File: src/rtl/core/mch_pkg.sv
// ---------------------------------------------------------------------------
// mch_pkg
// Types and constants shared by the coverage histogram modules.
// ---------------------------------------------------------------------------
`default_nettype none

package mch_pkg;

    // Widths of the fixed payload fields.
    localparam int CMD_W      = 2;
    localparam int POS_W      = 12;
    localparam int LEN_W      = 13;
    localparam int OUT_CNT_W  = 32;

    // Length register value after reset.
    localparam logic [LEN_W-1:0] SEQ_LEN_RESET = 13'd4096;

    // Depth of the queue between front and back.
    localparam int QUEUE_DEPTH = 2;

    // Command codes.
    typedef enum logic [CMD_W-1:0] {
        CMD_CLEAR    = 2'd0,
        CMD_RANGE    = 2'd1,
        CMD_MUTATION = 2'd2,
        CMD_READOUT  = 2'd3
    } cmd_t;

    // Back-end sequencer states.
    typedef enum logic [2:0] {
        BK_SWEEP,
        BK_IDLE,
        BK_RANGE,
        BK_MUT,
        BK_DRAIN,
        BK_READ,
        BK_OUT
    } back_state_t;

    // One input beat.
    typedef struct packed {
        logic [CMD_W-1:0] command;
        logic [POS_W-1:0] position;
        logic [LEN_W-1:0] range_end;
    } item_t;

    // One result beat.
    typedef struct packed {
        logic [POS_W-1:0]     read_position;
        logic [OUT_CNT_W-1:0] mutation_count;
        logic [OUT_CNT_W-1:0] coverage_count;
    } result_t;

    // Classified operation passed from front to back.
    typedef struct packed {
        cmd_t             kind;
        logic             zero;
        logic [POS_W-1:0] start;
        logic [LEN_W-1:0] stop;
    } op_t;

    // Status the back reports to the front.
    typedef struct packed {
        logic init_done;
    } back_status_t;

endpackage

`default_nettype wire

File: src/rtl/core/mch_queue.sv
// ---------------------------------------------------------------------------
// mch_queue
// Short FIFO of classified operations between front and back.
// ---------------------------------------------------------------------------
`default_nettype none

module mch_queue (
    input  wire logic         clk,
    input  wire logic         rst_n,
    input  wire logic         push,
    input  wire mch_pkg::op_t push_op,
    output      logic         full,
    input  wire logic         pop,
    output      mch_pkg::op_t head_op,
    output      logic         empty
);
    import mch_pkg::*;

    localparam int PtrW = (QUEUE_DEPTH > 1) ? $clog2(QUEUE_DEPTH) : 1;
    localparam int CntW = $clog2(QUEUE_DEPTH + 1);

    op_t             slot_reg [QUEUE_DEPTH];
    logic [PtrW-1:0] wr_ptr_reg, wr_ptr_next;
    logic [PtrW-1:0] rd_ptr_reg, rd_ptr_next;
    logic [CntW-1:0] count_reg, count_next;

    assign full    = (count_reg == CntW'(QUEUE_DEPTH));
    assign empty   = (count_reg == '0);
    assign head_op = slot_reg[rd_ptr_reg];

    // Pointer and fill count update.
    always_comb
    begin
        wr_ptr_next = wr_ptr_reg;
        rd_ptr_next = rd_ptr_reg;
        count_next  = count_reg;
        if (push)
        begin
            wr_ptr_next = (wr_ptr_reg == PtrW'(QUEUE_DEPTH - 1)) ? '0 : wr_ptr_reg + 1'b1;
        end
        if (pop)
        begin
            rd_ptr_next = (rd_ptr_reg == PtrW'(QUEUE_DEPTH - 1)) ? '0 : rd_ptr_reg + 1'b1;
        end
        if (push && !pop)
        begin
            count_next = count_reg + 1'b1;
        end
        else if (pop && !push)
        begin
            count_next = count_reg - 1'b1;
        end
    end

    always_ff @(posedge clk or negedge rst_n)
    begin
        if (!rst_n)
        begin
            wr_ptr_reg <= '0;
            rd_ptr_reg <= '0;
            count_reg  <= '0;
        end
        else
        begin
            wr_ptr_reg <= wr_ptr_next;
            rd_ptr_reg <= rd_ptr_next;
            count_reg  <= count_next;
        end
    end

    // Slot storage.
    always_ff @(posedge clk)
    begin
        if (push)
        begin
            slot_reg[wr_ptr_reg] <= push_op;
        end
    end

endmodule

`default_nettype wire

File: config.mk
export PLATFORM = sky130hd
export DESIGN_NAME = mch_queue
export DESIGN_NICKNAME = d
export VERILOG_FILES = /design/src/rtl/core/mch_pkg.sv /design/src/rtl/core/mch_queue.sv
export SDC_FILE = /design/constraint.sdc
export NUM_CORES = 1
export LEC_CHECK = 0
export BUFFER_PORTS_ARGS = -buffer_cell sky130_fd_sc_hd__buf_2
export CAP_MARGIN = 20
export CORE_AREA = 3 3 67 69
export CTS_BUF_LIST = sky130_fd_sc_hd__clkbuf_4
export CTS_CLUSTER_DIAMETER = 200
export DETAILED_ROUTE_END_ITERATION = 7
export DIE_AREA = 0 0 70 72
export PLACE_DENSITY = 0.84
export RECOVER_POWER = 25
export SLEW_MARGIN = 20
export SYNTH_ARGS = -nofsm -noshare
export SYNTH_HDL_FRONTEND = slang
export SYNTH_SLANG_ARGS = --single-unit
export TNS_END_PERCENT = 30
File: constraint.sdc
create_clock -name clk -period 4.81 [get_ports clk]
set_input_delay 0.7215 -clock clk [delete_from_list [all_inputs] [get_ports clk]]
set_output_delay 0.7215 -clock clk [all_outputs]
set_load 0.05 [all_outputs]
**Word-level counts from Yosys, hierarchy flattened**

Memories as Yosys holds them, arrays and structs flattened.
Index checks and enable logic that the tools add are counted.

- Bits in registers: 4
- RAM bits: 56
- Output and inout port bits: 30
- Word-level logic and storage cells: 21
- Memories kept: 1

Memories:

| name | words | width | rd ports | clocked after memory_dff | wr ports | RTL line | source |
|---|---|---|---|---|---|---|---|
| slot_reg | 2 | 28 | 1 | 0 | 1 | mch_queue.sv:22 | `op_t slot_reg [QUEUE_DEPTH];` |

- $add $sub $neg: 4
- Eq/ne operators: 1
- Mux-type cells: 6
- Reduce and logical (&&, ||, !) cells: 6

Operators with widths:

| cell | number |
|---|---|
| $mux W1 | 4 |
| $mux W2 | 2 |
| $add A1 B1 Y1 const B | 2 |
| $add A2 B1 Y2 const B | 1 |
| $eq A2 B2 Y1 const B | 1 |
| $logic_and A1 B1 Y1 | 2 |
| $logic_not A1 Y1 | 2 |
| $logic_not A2 Y1 | 1 |
| $reduce_bool A2 Y1 | 1 |
| $sub A2 B1 Y2 const B | 1 |

**Depth between registers and ports, before layout**

Gate-level depths: netlist of the first run.

- Depth after elaboration: 4
- Mapped depth: 5
- Mapped depth without buffers: 5

**Worst setup path before layout of the first run**

No wires, ideal clock.

- Path type: input to register
- From: input port push
- To: memory slot_reg[0][0] (netlist name), enable pin
- Arrival: 1.998 ns
- Required time: 4.394 ns
- Setup slack: 2.395 ns
- Stages on the path: 1
- Cells stage by stage: nor2b_1

- Cells in the longest elaborated chain, start to end: 2

Ends and longest elaborated chain:

| element | RTL line | source |
|---|---|---|
| start: declaration | mch_queue.sv:10 | `input wire logic push,` |
| $mux W1 | mch_queue.sv:74 | `if (push)` |
| $mux W1 (implied by the code) | mch_queue.sv:76 | `slot_reg[wr_ptr_reg] <= push_op;` |
| end: declaration | mch_queue.sv:22 |  |

Every way passes these cells.

==> impl_metrics.csv, run 1 <==
group,metric,value,unit
synth,unique_cell_type_count_in_the_yosys_netlist,14,
synth,synth-edff-count,56,
floorplanning,die-area,5040,sq um
synth,netlist_top_cells_count,"56 x sky130_fd_sc_hd__edfxtp_1, 18 x sky130_fd_sc_hd__mux2_2, 10 x sky130_fd_sc_hd__mux2_4",
placed_design,number_of_port_buffers,61,
setup_path,critPathCaptureType,"output port",
placed_design,placed_cell_area,2610,sq um
drt,post-route-drc-count,0,
synth,synth_seq_cells,60,
synth,synthDominantAreaCellType,"sky130_fd_sc_hd__edfxtp_1",
grt,grt_first_pass_wirelength,5380,um
floorplanning,io_pins,62,
timing,finalHoldViolCount,0,
setup_path,critical_path_arrival,1.72,ns
drt,wirelength,3580,um
setup_path,critical_path.cell_chain,"buf_4 -> mux2_2 -> buf_2",
final_layout,multiInputGateArea,438,sq um
floorplanning,core_area,3970,sq um
placed_design,numPlacedInstances,214,
drt,num_vias,1157,
clocking,clkTransAtPathRegs,0.08,ns
grt,global_route.overflow_total,0,
floorplanning,die_width,70,um
clocking,cts_tree,"built",
synth,postSynthAreaPerCell,21.9,sq um
setup_path,crit_type,"reg2out",
setup_path,required_worst_endpoint,4.09,ns
clocking,cts.repair_timing.setup_buffer_count,0,
synth,syn_nets,136,
setup_path,worst_path_fanout_max,29,
clocking,cts_root_buffer,"sky130_fd_sc_hd__clkbuf_4",
setup_path,crit_slowest_cell,"sky130_fd_sc_hd__buf_4",
hold_path,worst_hold_path_type,"in2async",
final_layout,layout.nets,208,
timing,fmaxAchievable,410,MHz
drt,detail_routed_net_length_per_standard_cell,15.6,um
floorplanning,row_count,23,
final_layout,largest_register_ffs,56,
synth,ys_seq_area_share,79.0,%
power,p_total,0.00186,W
synth,synth_warnings,0,
final_layout,final.fill_count,281,
setup_path,cpPeakStageDelay,0.39,ns
clocking,tritoncts.num_buffers,9,
synth,synth_cells,103,
grt,grt.met1_usage,13.6,%
floorplanning,chipHeight,72,um
grt,grt_usage,14.8,%
drt,detail_route.iter0.violations,52,
timing,finalClockSkew,0.00740,ns
power,power-per-cell-area,680,nW/um^2
grt,global_route.peak_usage_layer,"met2",
grt,grt.met3_usage,5.40,%
drt,detail_route.first_pass.iterations,5,
timing,hold_ws,0.167,ns
final_layout,insertedDiodeCount,0,
clocking,post_cts_resized,0,
timing,finalSetupViolations,0,
grt,grt_start_max_net_pins,30,
final_layout,syn_to_final_growth,21.4,%
timing,timing_worst_slew_pin_value,0.653,ns
final_layout,proportion_of_layout_cells_with_a_drive_suffix_above_1,57.5,%
floorplanning,floorplan.initialDensity,56.8,%
setup_path,timing.critical_path.from_type,"flop",
synth,synthArstFlopShare,6.67,%
timing,rsz0062_at_grt,"false",
final_layout,instances_no_fill,229,
power,p_leak,1.09,nW
synth,synth_flop_cell,"sky130_fd_sc_hd__edfxtp_1",
job,max_cap_viol_count,0,
grt,number_of_antenna_violations_at_the_first_check_in_global_routing,0,
final_layout,storage_cell_area,1780,sq um
synth,yosys-top-cells-area,"sky130_fd_sc_hd__edfxtp_1 75%, sky130_fd_sc_hd__mux2_2 9.0%, sky130_fd_sc_hd__mux2_4 6.7%",
drt,route.detailed.vias_per_inst,5.05,
clocking,postCtsHoldBufs,0,
synth,synthMostInstantiatedCell,"sky130_fd_sc_hd__edfxtp_1",
clocking,cts-root-to-sink-buffers,2,
power,power.ir.vdd_worst,0.393,mV
timing,summed_negative_setup_slack_over_all_endpoints,0,ns
grt,use_met2,26.9,%
clocking,clk-insertion-delay-late,0.37,ns
timing,final_period_util,50.8,%
timing,maxSlewViolCount,0,
outcome,outcome,"finished clean",
timing,slew_headroom,56.3,%
placed_design,dp_hpwl,2470,um
final_layout,fin_area,2740,sq um
synth,synthesized_area,2250,sq um
clocking,clock_sink_count,60,
synth,synth.top_cell.area_share,74.6,%
drt,route.antenna.remaining_nets,0,
timing,finalWorstPathRequiredPeriod,2.44,ns
clocking,htree_num_levels,3,
grt,grt_pass1_vias,1249,
placed_design,last_weighted_congestion_value_of_the_routability_driven_placer,0.706,
[metal layers]
| layer | wire [um] | vias to the layer above |
|---|---|---|
| met1 | 1300 | 558 |
| li1 | - | 544 |
| met3 | 288 | 7 |
| met5 | 0 | - |
| met4 | 64 | 0 |
| met2 | 1930 | 48 |
[final timing paths]
kind                               from               to  slack (ns)  depth (start not counted)
max                          rd_ptr_reg      head_op[10]        2.37                          3
min                               rst_n       wr_ptr_reg        0.17                          1
max reg2reg                  wr_ptr_reg  slot_reg[0][25]        3.17                          2
min reg2reg                count_reg[1]     count_reg[1]        0.51                          1
max in group asynchronous         rst_n       rd_ptr_reg        4.45                          1
min in group clk           count_reg[1]     count_reg[1]        0.51                          1
[stage by stage]
stage | setup WS, ns | util, %
2_1_floorplan | 2.40 | -
3_3_place_gp | 2.76 | 65.8
3_5_place_dp | 2.67 | 65.8
4_1_cts | 2.33 | 69.1
5_1_grt | 2.28 | 68.9
6_report | 2.37 | 68.9
[cell families (layout without fill, tap and decap cells)]
kind of cell	Yosys count	in the layout	synth area share, %
flops	60	60	79.0
fa+ha+maj	1	1	0.555
xor+xnor	5	5	1.94
simple gates	5	5	1.17
buf+inv	4	80	1.66
mux	28	28	15.6
[cell usage in the layout (no fill, tap or decap)]
cell type / instances
sky130_fd_sc_hd__buf_2: 57
sky130_fd_sc_hd__edfxtp_1: 56
sky130_fd_sc_hd__mux2_2: 18
sky130_fd_sc_hd__clkbuf_4: 12
sky130_fd_sc_hd__mux2_4: 10
sky130_fd_sc_hd__xor2_1: 4
sky130_fd_sc_hd__dfrtp_1: 4
sky130_fd_sc_hd__clkbuf_1: 4
sky130_fd_sc_hd__buf_4: 3
sky130_fd_sc_hd__nor2_1: 2
sky130_fd_sc_hd__inv_1: 1
sky130_fd_sc_hd__nor2b_1: 1
sky130_fd_sc_hd__and2_1: 1
sky130_fd_sc_hd__nor2b_2: 1
sky130_fd_sc_hd__xnor2_1: 1
sky130_fd_sc_hd__ha_1: 1
sky130_fd_sc_hd__clkinv_1: 1
sky130_fd_sc_hd__bufinv_16: 1
sky130_fd_sc_hd__clkinv_2: 1
[final cells by class]
class / count / area share (%)
inverter: 1 / 0.137
sequential: 60 / 65.1
clock buffer: 12 / 3.29
tap: 50 / 2.29
timing repair buffer: 64 / 11.8
clock inverter: 3 / 1.42
multi-input combinational: 39 / 16.0
[where the power goes]
part / internal [W] / switching [W]
Clock: 0.000171 / 0.000156
Sequential: 0.000696 / 0.0000370
Combinational: 0.000236 / 0.000565
Total: 0.00110 / 0.000758
[critical path: cells and delay by family (launching register included)]
kind	cells	cell delay [ns]
buf+inv	2	0.60
mux	1	0.39
flops	1	0.35
Note: power is estimated with default switching activity, not from simulation.
==> run 2: changes to the inputs <==
--- a/config.mk
+++ b/config.mk
@@ -5,14 +5,15 @@
 export SDC_FILE = /design/constraint.sdc
 export NUM_CORES = 1
 export LEC_CHECK = 0
+export ABC_AREA = 1
 export BUFFER_PORTS_ARGS = -buffer_cell sky130_fd_sc_hd__buf_2
 export CAP_MARGIN = 20
-export CORE_AREA = 3 3 67 69
+export CORE_AREA = 3 3 69 71
 export CTS_BUF_LIST = sky130_fd_sc_hd__clkbuf_4
 export CTS_CLUSTER_DIAMETER = 200
 export DETAILED_ROUTE_END_ITERATION = 7
-export DIE_AREA = 0 0 70 72
-export PLACE_DENSITY = 0.84
+export DIE_AREA = 0 0 72 74
+export PLACE_DENSITY = 0.81
 export RECOVER_POWER = 25
 export SLEW_MARGIN = 20
 export SYNTH_ARGS = -nofsm -noshare
==> constraint.sdc (replaced) <==
create_clock -name clk -period 2.5 [get_ports clk]
set_input_delay 0.375 -clock clk [delete_from_list [all_inputs] [get_ports clk]]
set_output_delay 0.375 -clock clk [all_outputs]
set_load 0.05 [all_outputs]
==> run 2 against run 1 <==
Net effect:
- cell count increased by 6.1%
- clock skew decreased by 0.0024 ns
- count of clock-buffer cells in the layout decreased by 2
- via count increased by 4.2%
- synthesized cell count increased by 8.7%
- die area increased by 5.7%
- worst setup slack got worse by 2.1 ns
- wire length increased by 6.0%
- worst hold slack improved by 0.00081 ns
- non-clock buffer count increased by 2
- combinational power increased by 95%
==> impl_metrics.csv, run 2 <==
group,metric,value,unit
clocking,clk-insertion-delay-late,0.39,ns
power,sw_frac_of_total,41.6,%
drt,route.detailed.vias_per_inst,4.96,
grt,grt_first_pass_wirelength,5900,um
clocking,postCtsHoldBufs,1,
power,clockPowerShare,17.4,%
power,seqPwrFrac,39.7,%
timing,finalSetupViolations,0,
floorplanning,die_width,72,um
floorplanning,chipHeight,74,um
grt,grt_usage,15.6,%
setup_path,worst_path_fanout_max,20,
drt,detail_route.first_pass.iterations,3,
synth,synth_warnings,0,
timing,final.setup.worst_slack,0.317,ns
clocking,clkTransAtPathRegs,0.09,ns
setup_path,critPathCaptureType,"output port",
synth,synth_flop_cell,"sky130_fd_sc_hd__edfxtp_1",
floorplanning,floorplan.initialDensity,53.0,%
synth,synth-edff-count,56,
timing,maxSlewViolCount,0,
synth,synthesized_area,2270,sq um
placed_design,place_ws,0.716,ns
setup_path,critical_path_arrival,1.81,ns
synth,postSynthAreaPerCell,20.3,sq um
floorplanning,row_count,24,
setup_path,crit_slowest_cell,"sky130_fd_sc_hd__dfrtp_1",
clocking,clock_sink_count,60,
power,power.ir.vdd_worst,0.690,mV
final_layout,final_common_cell,"sky130_fd_sc_hd__edfxtp_1",
final_layout,final.fill_count,326,
final_layout,largest_register_ffs,56,
synth,netlist_top_cells_count,"56 x sky130_fd_sc_hd__edfxtp_1, 18 x sky130_fd_sc_hd__mux2_2, 10 x sky130_fd_sc_hd__mux2_4",
timing,finalWorstPathRequiredPeriod,2.18,ns
clocking,cts_root_buffer,"sky130_fd_sc_hd__clkbuf_4",
power,share_comb_of_total_power,43.0,%
outcome,outcome,"finished clean",
final_layout,insertedDiodeCount,0,
synth,synth_seq_cells,60,
timing,summed_negative_setup_slack_over_all_endpoints,0,ns
job,max_cap_viol_count,0,
final_layout,instances_no_fill,243,
floorplanning,io_pins,62,
synth,synth_cells,112,
grt,grt_start_max_net_pins,21,
setup_path,crit_type,"reg2out",
timing,timing_worst_slew_pin_value,0.439,ns
timing,fmaxAchievable,458,MHz
grt,global_route.overflow_total,0,
final_layout,multiInputGateArea,435,sq um
synth,yosys-top-cells-area,"sky130_fd_sc_hd__edfxtp_1 74%, sky130_fd_sc_hd__mux2_2 8.9%, sky130_fd_sc_hd__mux2_4 6.6%",
synth,synth.top_cell.area_share,73.9,%
final_layout,layout.nets,219,
final_layout,syn_to_final_growth,22.5,%
placed_design,numPlacedInstances,226,
placed_design,placed_cell_area,2660,sq um
placed_design,dp_hpwl,2770,um
synth,ys_seq_area_share,78.3,%
setup_path,required_worst_endpoint,2.12,ns
final_layout,mostFrequentLayoutCells,"56 x sky130_fd_sc_hd__edfxtp_1, 53 x sky130_fd_sc_hd__buf_2, 18 x sky130_fd_sc_hd__mux2_2",
clocking,post_cts_resized,0,
setup_path,timing.critical_path.from_type,"flop",
synth,unique_cell_type_count_in_the_yosys_netlist,15,
setup_path,critical_path.top_delay_family,"flip-flops",
drt,num_vias,1206,
setup_path,cpPeakStageDelay,0.62,ns
synth,synthMostInstantiatedCell,"sky130_fd_sc_hd__edfxtp_1",
drt,detail_route.iter0.violations,57,
final_layout,storage_cell_area,1780,sq um
grt,grt_pass1_vias,1305,
synth,synthDominantAreaCellType,"sky130_fd_sc_hd__edfxtp_1",
timing,finalClockSkew,0.00496,ns
timing,rsz0062_at_grt,"false",
drt,route.antenna.remaining_nets,0,
placed_design,last_weighted_congestion_value_of_the_routability_driven_placer,0.703,
power,switchingPower,0.00151,W
final_layout,proportion_of_layout_cells_with_a_drive_suffix_above_1,52.4,%
final_layout,fin_area,2790,sq um
power,p_leak,1.12,nW
setup_path,critical_path.cell_chain,"buf_12 -> mux2_2 -> buf_2",
grt,number_of_antenna_violations_at_the_first_check_in_global_routing,0,
synth,syn_nets,145,
final_layout,finished_core_util,64.9,%
power,power_report.internal_total,0.00212,W
setup_path,critPathBufInv,2,
drt,post-route-drc-count,0,
placed_design,number_of_port_buffers,61,
timing,slew_headroom,70.7,%
timing,finalHoldViolCount,0,
clocking,cts-root-to-sink-buffers,2,
clocking,cts.repair_timing.setup_buffer_count,0,
clocking,cts_tree,"built",
floorplanning,core_area,4290,sq um
power,power-per-cell-area,1300,nW/um^2
clocking,htree_num_levels,3,
drt,wirelength,3800,um
hold_path,worst_hold_path_type,"in2reg",
timing,final_period_util,87.3,%
clocking,tritoncts.num_buffers,9,
drt,detail_routed_net_length_per_standard_cell,15.6,um
setup_path,worst-r2r-setup-slack,1.08,ns
floorplanning,die-area,5330,sq um
synth,synthArstFlopShare,6.67,%
## run 2: final timing paths
| check | endpoint | startpoint | cells after the start |
|---|---|---|---|
| max | head_op[7] | rd_ptr_reg | 3 |
| max in group asynchronous | rd_ptr_reg | rst_n | 2 |
| min in group asynchronous | count_reg[1] | rst_n | 2 |
| min reg2reg | wr_ptr_reg | wr_ptr_reg | 1 |
| max reg2reg | slot_reg[1][1] | wr_ptr_reg | 3 |
| min | slot_reg[1][0] | push_op[0] | 1 |
## run 2: layout make-up
class                   instances  share of cell area (%)
multi-input cells              42                    15.6
well taps                      52                    2.33
clock inverters                 6                    1.98
inverters                       7                   0.943
clock buffers                  10                    2.69
flip-flops and latches         60                    63.9
repair buffers                 66                    12.5
## run 2: through the flow
step | power, W | hold slack, ns
finish | 0.00363 | 0.168
global route | 0.00380 | 0.132
CTS | 0.00368 | 0.133
detailed placement | 0.00304 | 0.186
global placement | 0.00299 | 0.182
floorplan | 0.00272 | 0.0794
## run 2: worst register-to-register path, cell delays in order (launching register included)
cell and delay, ns:
sky130_fd_sc_hd__dfrtp_1 0.40, sky130_fd_sc_hd__nand2_1 0.06, sky130_fd_sc_hd__inv_1 0.28, sky130_fd_sc_hd__buf_4 0.35
## run 2: per-layer routing
layer  GRT usage [%]  share of wire (%)  up-vias
met1            16.6                 38      576
li1                -                  -      573
met3            6.49                9.0        7
met5               0                  0        -
met2            26.9                 52       50
met4            7.52                1.4        0
## run 2: cells by family (layout without fill, tap and decap cells)
group | count (synthesis) | count (layout) | synth area share (%)
flip-flops | 60 | 60 | 78.3
multiplexers | 28 | 28 | 15.5
AND/OR/NAND/NOR | 10 | 10 | 1.82
buffers and inverters | 10 | 89 | 2.64
XOR/XNOR | 3 | 3 | 1.16
adder cells (fa/ha/maj) | 1 | 1 | 0.550
## run 2: power by group through the flow
stage | Clock (W) | Sequential (W) | Combinational, W
after CTS | 0.000656 | 0.00144 | 0.00158
after global placement | 0 | 0.00144 | 0.00155
final | 0.000631 | 0.00144 | 0.00156
after global routing | 0.000706 | 0.00146 | 0.00163
after floorplan | 0 | 0.00141 | 0.00131
after detailed placement | 0 | 0.00146 | 0.00158
==> run 3: changes to the inputs <==
==> constraint.sdc (replaced) <==
create_clock -name clk -period 2.3 [get_ports clk]
set_input_delay 0.345 -clock clk [delete_from_list [all_inputs] [get_ports clk]]
set_output_delay 0.345 -clock clk [all_outputs]
set_load 0.05 [all_outputs]
==> run 3 against run 2 <==
Net effect:
- worst hold slack lost 0.020 ns
- combinational power grew 9.6%
- sequential share of layout area grew 0.35 points
- clock skew grew 0.0010 ns
- register-to-register slack lost 0.29 ns
- largest cell class unchanged
- first-iteration DRC count grew 21%
- count of clock-buffer cells in the layout shrank 1
- clock power grew 5.4%
- sequential cell count is the same
- die area is the same
- power grew 7.6%
==> impl_metrics.csv, run 3 (same netlist as run 2, synthesis figures left out) <==
group,metric,value,unit
clocking,post_cts_resized,0,
setup_path,critical_path.cell_chain,"buf_4 -> mux2_2 -> buf_2",
final_layout,proportion_of_layout_cells_with_a_drive_suffix_above_1,49.5,%
timing,finalWorstPathRequiredPeriod,2.00,ns
floorplanning,core_area,4290,sq um
setup_path,crit_end,"head_op[8]",
power,power-per-cell-area,1410,nW/um^2
setup_path,worst-r2r-setup-slack,0.79,ns
floorplanning,die_width,72,um
setup_path,timing.critical_path.from_type,"flop",
timing,timing_worst_slew_pin_value,0.496,ns
grt,grt_pass1_vias,1265,
grt,number_of_antenna_violations_at_the_first_check_in_global_routing,0,
grt,grt_first_pass_wirelength,5740,um
grt,global_route.overflow_total,0,
timing,finalHoldViolCount,0,
drt,route.antenna.remaining_nets,0,
outcome,outcome,"finished clean",
floorplanning,die-area,5330,sq um
timing,summed_negative_setup_slack_over_all_endpoints,0,ns
setup_path,crit_slowest_cell,"sky130_fd_sc_hd__mux2_2",
floorplanning,floorplan.initialDensity,53.0,%
floorplanning,io_pins,62,
final_layout,insertedDiodeCount,0,
setup_path,critPathCaptureType,"output port",
placed_design,dp_hpwl,2650,um
setup_path,regToRegStartpoint,"wr_ptr_reg",
drt,detail_route.first_pass.iterations,4,
timing,fmaxAchievable,500,MHz
clocking,tritoncts.num_buffers,9,
clocking,cts_root_buffer,"sky130_fd_sc_hd__clkbuf_4",
clocking,cts-root-to-sink-buffers,2,
final_layout,finished_core_util,64.5,%
timing,slew_headroom,66.9,%
power,power.ir.vdd_worst,0.839,mV
grt,grt_usage,15.1,%
job,max_cap_viol_count,0,
drt,wirelength,3690,um
clocking,clock_sink_count,60,
timing,finalClockSkew,0.00600,ns
floorplanning,chipHeight,74,um
clocking,htree_num_levels,3,
power,p_leak,1.11,nW
timing,finalSetupViolations,0,
clocking,clk-insertion-delay-late,0.38,ns
drt,route.detailed.vias_per_inst,4.97,
final_layout,final.fill_count,336,
placed_design,number_of_port_buffers,61,
final_layout,mostFrequentLayoutCells,"56 x sky130_fd_sc_hd__edfxtp_1, 49 x sky130_fd_sc_hd__buf_2, 18 x sky130_fd_sc_hd__mux2_2",
hold_path,worst_hold_path_type,"in2reg",
placed_design,placed_cell_area,2650,sq um
setup_path,reg2reg_to,"slot_reg[1][18]",
grt,grt_start_max_net_pins,21,
floorplanning,row_count,24,
timing,final_period_util,86.9,%
final_layout,final_common_cell,"sky130_fd_sc_hd__edfxtp_1",
setup_path,required_worst_endpoint,1.96,ns
placed_design,place_ws,0.699,ns
clocking,cts_tree,"built",
timing,maxSlewViolCount,0,
final_layout,syn_to_final_growth,21.8,%
final_layout,largest_register_ffs,56,
drt,num_vias,1213,
clocking,clkTransAtPathRegs,0.09,ns
final_layout,layout.nets,220,
setup_path,crit_type,"reg2out",
drt,detail_route.iter0.violations,69,
drt,detail_routed_net_length_per_standard_cell,15.1,um
setup_path,timing.critical_path.from,"rd_ptr_reg",
timing,rsz0062_at_grt,"false",
setup_path,reg2reg_path_depth,3,
setup_path,critical_path_arrival,1.65,ns
timing,final.setup.worst_slack,0.302,ns
setup_path,cpPeakStageDelay,0.39,ns
final_layout,fin_area,2770,sq um
placed_design,last_weighted_congestion_value_of_the_routability_driven_placer,0.672,
setup_path,worst_path_fanout_max,20,
drt,post-route-drc-count,0,
run 3: cell count changes in the layout (fill, tap and decap cells not counted), sizes merged:
| cell | change |
|---|---|
| buf | -3 |
| clkbuf | +3 |
| clkinv | +1 |
run 3: metrics by stage:
| stage | instances | hold WS [ns] | power (W) |
|---|---|---|---|
| 2_1_floorplan | 112 | 0.0494 | 0.00296 |
| 3_3_place_gp | 227 | 0.153 | 0.00324 |
| 3_5_place_dp | 227 | 0.162 | 0.00328 |
| 4_1_cts | 244 | 0.122 | 0.00395 |
| 5_1_grt | 244 | 0.112 | 0.00409 |
| 6_report | 244 | 0.148 | 0.00390 |
run 3: power breakdown:
part / total (W) / internal, W / switching, W
clock: 0.000665 / 0.000315 / 0.000349
combinational: 0.00171 / 0.000507 / 0.00120
sequential: 0.00153 / 0.00145 / 0.0000759
total: 0.00390 / 0.00228 / 0.00163
run 3: routing by layer:
| metal | vias to the layer above | global-route usage [%] | wire length, um | share of wire, % |
|---|---|---|---|---|
| met2 | 50 | 25.0 | 1900 | 52 |
| met1 | 582 | 16.9 | 1430 | 39 |
| met4 | 0 | 7.52 | 53 | 1.4 |
| met5 | - | 0 | 0 | 0 |
| met3 | 5 | 6.49 | 303 | 8.2 |
| li1 | 576 | - | - | - |
run 3: cell type report:
class / count / area [sq um] / area share, %
clock buffers: 9 / 67.6 / 2.44
multi-input cells: 42 / 435 / 15.7
well taps: 52 / 65.1 / 2.35
inverters: 7 / 26.3 / 0.948
repair buffers: 67 / 338 / 12.2
flip-flops and latches: 60 / 1780 / 64.3
clock inverters: 7 / 57.6 / 2.08
run 3: worst min-delay path by stage:
stage / slack, ns / cells past startpoint / start / end
6_report: 0.15 / 1 / push_op[7] / slot_reg[0][7]
5_1_grt: 0.11 / 1 / push_op[24] / slot_reg[1][24]
4_1_cts: 0.12 / 1 / push_op[7] / slot_reg[0][7]
3_5_place_dp: 0.16 / 1 / rst_n / count_reg[1]
3_3_place_gp: 0.15 / 1 / rst_n / count_reg[1]
2_1_floorplan: 0.05 / 0 / rst_n / count_reg[0]
run 3: repair_timing:
| item | 4_1_cts | 5_1_grt |
|---|---|---|
| hold buffers | 1 | 0 |
| hold endpoints to repair | 4 | 0 |
| buffers inserted | 0 | 0 |
run 3: critical path, delay by kind of cell (launching register included):
family / cells / cell delay, ns
muxes: 1 / 0.39
buffers and inverters: 2 / 0.52
DFF: 1 / 0.35
